`src/rtl/pixel_format_converter_core_macros.svh`:
```
// ----------------------------------------------------------------------------
// Pixel format converter assertion macros
// Shared property templates, clocked on clk and disabled while rst_n is low.
// ----------------------------------------------------------------------------
`ifndef PIXEL_FORMAT_CONVERTER_CORE_MACROS_SVH
`define PIXEL_FORMAT_CONVERTER_CORE_MACROS_SVH

// Consequent must hold in the same cycle as the antecedent.
`define PFC_ASSERT_SAME(label, ante, cons, msg) \
  label: assert property (@(posedge clk) disable iff (!rst_n) (ante) |-> (cons)) \
    else $error(msg);

// Consequent must hold in the cycle after the antecedent.
`define PFC_ASSERT_NEXT(label, ante, cons, msg) \
  label: assert property (@(posedge clk) disable iff (!rst_n) (ante) |=> (cons)) \
    else $error(msg);

`endif

```
`src/rtl/pfc_pkg.sv`:
```
// ----------------------------------------------------------------------------
// pfc_pkg
// Format codes, register indexes and the conversion request type.
// ----------------------------------------------------------------------------
`default_nettype none

package pfc_pkg;

  // Source format codes
  localparam logic [2:0] SF_RGB555   = 3'd0;
  localparam logic [2:0] SF_RGB888   = 3'd1;
  localparam logic [2:0] SF_ARGB8888 = 3'd2;
  localparam logic [2:0] SF_INDEX8   = 3'd3;
  localparam logic [2:0] SF_INDEX4   = 3'd4;
  localparam logic [2:0] SF_INDEX2   = 3'd5;
  localparam logic [2:0] SF_INDEX1   = 3'd6;

  // Destination format codes
  localparam logic [1:0] DF_RGB555   = 2'd0;
  localparam logic [1:0] DF_RGB888   = 2'd1;
  localparam logic [1:0] DF_ARGB8888 = 2'd2;

  // Item kinds
  localparam logic OP_PALETTE = 1'b0;
  localparam logic OP_PIXEL   = 1'b1;

  // Register indexes (byte address bit 2)
  localparam logic REG_SOURCE_FORMAT = 1'b0;
  localparam logic REG_DEST_FORMAT   = 1'b1;

  // Conversion constants
  localparam logic [31:0] ALPHA_OPAQUE   = 32'hFF00_0000;
  localparam logic [15:0] PAL_COLOR_MASK = 16'h7BDE;
  localparam logic [15:0] PAL_TRANS_FLAG = 16'h8000;
  localparam logic [15:0] PAL_ALPHA_B7   = 16'h0200;
  localparam logic [15:0] PAL_ALPHA_B6   = 16'h0040;
  localparam logic [15:0] PAL_ALPHA_B5   = 16'h0001;
  localparam logic [7:0]  ALPHA_KEEP     = 8'd240;

  // One conversion job: formats, raw pixel data and palette entry
  typedef struct packed {
    logic [2:0]  src_fmt;
    logic [1:0]  dst_fmt;
    logic [31:0] data;
    logic [31:0] pal_color;
  } conv_req_t;

  function automatic logic is_packed(input logic [2:0] sf);
    return (sf == SF_INDEX4) || (sf == SF_INDEX2) || (sf == SF_INDEX1);
  endfunction

endpackage

`default_nettype wire

```
`src/rtl/pfc_convert.sv`:
```
// ----------------------------------------------------------------------------
// pfc_convert
// Combinational conversion of one pixel or palette entry to the output format.
// ----------------------------------------------------------------------------
`default_nettype none

module pfc_convert
  import pfc_pkg::*;
(
  input  conv_req_t   req,
  output logic [31:0] pixel
);

  function automatic logic [7:0] expand5(input logic [4:0] c);
    return {c, c[4:2]};
  endfunction

  function automatic logic [15:0] to_555(input logic [31:0] c);
    return {1'b0, c[23:19], c[15:11], c[7:3]};
  endfunction

  function automatic logic [15:0] pal_555(input logic [31:0] c);
    logic [15:0] v;
    v = to_555(c);
    if (c[31:24] < ALPHA_KEEP) begin
      v = (v & PAL_COLOR_MASK) | PAL_TRANS_FLAG;
      if (c[31]) v = v | PAL_ALPHA_B7;
      if (c[30]) v = v | PAL_ALPHA_B6;
      if (c[29]) v = v | PAL_ALPHA_B5;
    end
    return v;
  endfunction

  function automatic logic [31:0] from_555(input logic [15:0] v, input logic [1:0] df);
    logic [31:0] rgb;
    rgb = {8'h00, expand5(v[14:10]), expand5(v[9:5]), expand5(v[4:0])};
    case (df)
      DF_RGB555:   return {16'h0000, v};
      DF_ARGB8888: return rgb | ALPHA_OPAQUE;
      default:     return rgb;
    endcase
  endfunction

  function automatic logic [31:0] from_32(input logic [31:0] v, input logic [1:0] df);
    case (df)
      DF_RGB555: return {16'h0000, to_555(v)};
      DF_RGB888: return {8'h00, v[23:0]};
      default:   return v;
    endcase
  endfunction

  always_comb begin
    case (req.src_fmt)
      SF_RGB555:   pixel = from_555(req.data[15:0], req.dst_fmt);
      SF_RGB888:   pixel = from_32({8'hFF, req.data[23:0]}, req.dst_fmt);
      SF_ARGB8888: pixel = from_32(req.data, req.dst_fmt);
      SF_INDEX8: begin
        if (req.dst_fmt == DF_RGB555) begin
          pixel = {16'h0000, pal_555(req.pal_color)};
        end else begin
          pixel = from_32(req.pal_color, req.dst_fmt);
        end
      end
      // packed indices always pass through the 555 palette form
      default:     pixel = from_555(pal_555(req.pal_color), req.dst_fmt);
    endcase
  end

endmodule

`default_nettype wire

```
`config.mk`:
```
export PLATFORM = sky130hd
export DESIGN_NAME = pfc_convert
export DESIGN_NICKNAME = d
export VERILOG_FILES = /design/src/rtl/pixel_format_converter_core_macros.svh /design/src/rtl/pfc_pkg.sv /design/src/rtl/pfc_convert.sv
export SDC_FILE = /design/constraint.sdc
export NUM_CORES = 1
export LEC_CHECK = 0
export BUFFER_PORTS_ARGS = -buffer_cell sky130_fd_sc_hd__buf_2
export CELL_PAD_IN_SITES_DETAIL_PLACEMENT = 0
export CELL_PAD_IN_SITES_GLOBAL_PLACEMENT = 2
export CORE_ASPECT_RATIO = 1.75
export CORE_MARGIN = 2
export CORE_UTILIZATION = 21
export DETAILED_ROUTE_END_ITERATION = 7
export PLACE_DENSITY_LB_ADDON = 0.1
export SYNTH_ARGS = -nofsm -noshare
export SYNTH_HDL_FRONTEND = slang
export SYNTH_SLANG_ARGS = --single-unit
export TNS_END_PERCENT = 1
```
`constraint.sdc`:
```
create_clock -name vclk -period 2
set_input_delay 0.4 -clock vclk [all_inputs]
set_output_delay 0.4 -clock vclk [all_outputs]
set_load 0.02 [all_outputs]
```
# Yosys cells after proc, flatten, opt, wreduce, memory -nomap -nowiden
# Index checks and enable logic that the tools add are counted.
# op_classes
n_addsub	0
multipliers	0
n_lt_le_gt_ge	1
shift	0
div_mod_pow	0
n_bitwise	0
eq_ne	5
n_reduce_logical	2
mux	11
# ops
op	count
one-hot mux 32 bit (2 select lines)	4
one-hot mux 32 bit (4 select lines)	1
2-to-1 mux 32 bit	2
2-to-1 mux 16 bit	1
2-to-1 mux 10 bit	1
less-than comparator 8 bit (second input constant)	1
2-to-1 mux 7 bit	1
== test 3 x 2 -> 1 bit (second input constant)	2
== test 3 x 1 -> 1 bit (second input constant)	1
zero test 3 bit	1
== test 2 x 1 -> 1 bit (second input constant)	1
== test 2 bit (second input constant)	1
zero test 2 bit	1
2-to-1 mux 1 bit	1
# totals
wordCells	19
ram_bits	0
reg_bits	0
latch_bits	0
input_bits	69
mem_bits_ro	0
n_memories	0

# Depth between registers and ports, before layout
# depth
ltp_word	6
ltp_mapped	7
mapped_depth_nobuf	4

# Least setup slack after synthesis
# Ideal clock, no wire load.
# synth_path
path_type	in2out
startpoint	in req[64] (netlist name)
endpoint	out pixel[0]
n_path_buf	1
path_slack_ns	-0.130
required_time_ns	1.600
path_stages	5
arrival_ns	1.730
cell_sequence	buf_6 or3b_1 a21oi_1 nor3_1 o32ai_1
# synth_between
elab_chain_len	3
word_cells_on_any_way	9
cone_classes	2 x eq/ne; 6 x mux; 1 x reduce/logical
# synth_lines
item	line	source
start: declaration	pfc_convert.sv:10	input conv_req_t req,
== test 2 bit, or another cell as far along	pfc_convert.sv:37	case (df)
one-hot mux 32 bit (2 select lines), or another cell as far along	pfc_convert.sv:37	
one-hot mux 32 bit (4 select lines) *	pfc_convert.sv:53	case (req.src_fmt)
end: declaration	pfc_convert.sv:11	output logic [31:0] pixel
# Every way passes the cells marked *; elsewhere a longest branch is shown, timed or not.

# Worst setup path in the final report
# layout_path
startpoint	in req[66] (netlist name)
endpoint	out pixel[8]
# layout_between
elab_chain_len	2
word_cells_on_any_way	5
cone_classes	3 x eq/ne; 1 x mux; 1 x reduce/logical
# layout_lines
item	line
== test 3 x 2 -> 1 bit, or another cell as far along	pfc_convert.sv:53
one-hot mux 32 bit (4 select lines) *	pfc_convert.sv:53
# Marked as above.

==> flow_metrics.tcl <==
set metrics [dict create \
    grtUsageTotal_pct 20.2 \
    via_per_inst 5.46 \
    power_frac_seq_pct 0 \
    placed_area_um2 2280 \
    grt_pass1_vias 2318 \
    maxCapViolations 0 \
    grt_start_max_net_pins 18 \
    p_sw_share_pct 53.4 \
    synthCells 201 \
    clockPowerShare_pct 0 \
    syn_nets 270 \
    yosys.area.top_type "a221oi_1" \
    finalSetupViolations 7 \
    powerDensity_nw_per_um2 284 \
    synth_area_leaders "a221oi_1 10%, a21oi_1 7.1%, a22oi_1 7.0%" \
    p_int_mw 0.351 \
    postRouteAntennaNets 0 \
    criticalPathCategory "in2out" \
    crit_arrival_ns 1.64 \
    synth_top_area_share_pct 10.0 \
    peakVddDrop_v 0.0000903 \
    wire_per_inst_um 18.5 \
    worst_hold_slack_ns 1.15 \
    drt_iter0_markers 67 \
    nets 405 \
    design_area_um2 2660 \
    hold_path_class "in2out" \
    rows 39 \
    drtPass1Iterations 4 \
    diodes 0 \
    final_cells 416 \
    hold_buffers 0 \
    antenna_found_initial 0 \
    synth_common_cells "20 x a21oi_1, 18 x o21ai_0, 16 x a221oi_1" \
    ios 101 \
    violations "negative setup slack" \
    numSequentialCells 0 \
    gr-total-overflow 0 \
    seq_area_frac_synth_pct 0 \
    period_needed_ns 2.04 \
    finalHoldViolations 0 \
    p_sw_mw 0.402 \
    worst_pin_slew_ns 0.345 \
    min_period_over_period_pct 102 \
    max_freq_mhz 490 \
    ys_types 56 \
    grt_first_pass_wirelength_mm 11.8 \
    wl_mm 7.68 \
    final_layout_size_suffix_gt1_share_pct 60.2 \
    synthToLayoutAreaGrowth_pct 89.6 \
    p_leak_nw 1.19 \
    rsz0062_at_grt "true" \
    end_kind "output port" \
    regArea_um2 0 \
    crit_required_ns 1.60 \
    dp_hpwl_mm 6.23 \
    synth_area_um2 1400 \
    drc 0 \
    core_um2 6490 \
    io_buffer_count 101 \
    avgSynthCellArea_um2 6.97 \
    yosysMostFrequentCell "a21oi_1" \
    gp_congestion 0.835 \
    ys_warn_count 0 \
    clock_buffers 0 \
    final_core_util_pct 40.9 \
    comb_power_share_pct 100.0 \
    die_w_um 65.7 \
    crit_path_start_kind "primary input" \
    routed-via-count 2270 \
    post-place-cells 410 \
    die_area_um2 7360 \
    maxSlewViolCount 0 \
    die_h_um 112 \
    setup_tns_ns -0.170 \
    crit_fanout 11 \
    layout_setup_ws_ns -0.0414 \
    outcome "finished with violations" \
    start_util_pct 21.6 \
    slew-limit-headroom_pct 76.4 \
]
==> final timing paths <==
kind / startpoint / to / slack [ns] / cells past startpoint
worst max-delay path: req[66] / pixel[8] / -0.04 / 7
worst min-delay path: req[49] / pixel[17] / 1.15 / 4
==> cell type report <==
cell class | instances | area (um2)
inverters | 4 | 15.0
repair buffers | 155 | 1070
multi-input cells | 175 | 1460
well taps | 82 | 103
fillers | 709 | 3830
==> power by group through the flow <==
stage	combinational, mW	clock (mW)	sequential (mW)
after floorplan	0.352	0	0
after global placement	0.651	0	0
after detailed placement	0.650	0	0
after CTS	0.727	0	0
after global routing	0.806	0	0
final	0.753	0	0
==> per-layer routing <==
| layer | track usage (%) | up-vias | part of all wire (%) |
|---|---|---|---|
| met4 | 3.19 | 0 | 1.9 |
| met3 | 1.10 | 10 | 4.7 |
| met2 | 39.7 | 83 | 56 |
| met5 | 0 | - | 0 |
| li1 | - | 1101 | - |
| met1 | 23.4 | 1076 | 38 |
==> timing repair <==
action / 4_1_cts / 5_1_grt
endpoints found under the setup margin: 28 / 24
pin swaps: 17 / 12
gates resized for setup: 54 / 26
gates cloned: 1 / 0
setup buffers: 5 / 0
==> critical path, stage by stage <==
cell and delay (ns):
buf_12 0.12, buf_4 0.13, a21o_4 0.22, buf_6 0.15, a222oi_1 0.32, o22ai_1 0.12
buf_2 0.18
==> kinds of logic after synthesis <==
family,after synthesis,share of synthesized area [%]
AO/OA/AOI/OAI,111,59.5
AND/OR/NAND/NOR,53,21.0
buffers and inverters,26,10.7
multiplexers,9,6.97
XOR/XNOR,2,1.79
==> cell usage in the layout, fill, tap and decap left out, types with 3 or more instances in the layout <==
cell type	Yosys	final
inv_1	4	4
a31oi_1	3	3
buf_2	13	87
a221o_1	5	5
a221oi_2	0	12
nor2_1	7	7
nand2_1	15	15
o21ai_1	0	6
a21oi_4	0	3
a22oi_1	13	10
a21oi_1	20	18
a221oi_1	16	4
or3b_4	0	4
buf_12	0	6
o22ai_1	3	3
nand3_1	7	7
buf_4	3	52
nor3_1	5	4
o2bb2ai_1	4	4
a22oi_2	0	3
mux2i_1	6	6
o21ai_0	18	10
buf_6	3	9
a22o_1	4	4
==> stage by stage <==
step	power [mW]	setup WS (ns)
after floorplan	0.352	-0.0685
after global placement	0.651	-0.188
after detailed placement	0.650	-0.220
after CTS	0.727	-0.0352
after global routing	0.806	-0.0784
final	0.753	-0.0414
(Power assumes the default switching activity.)
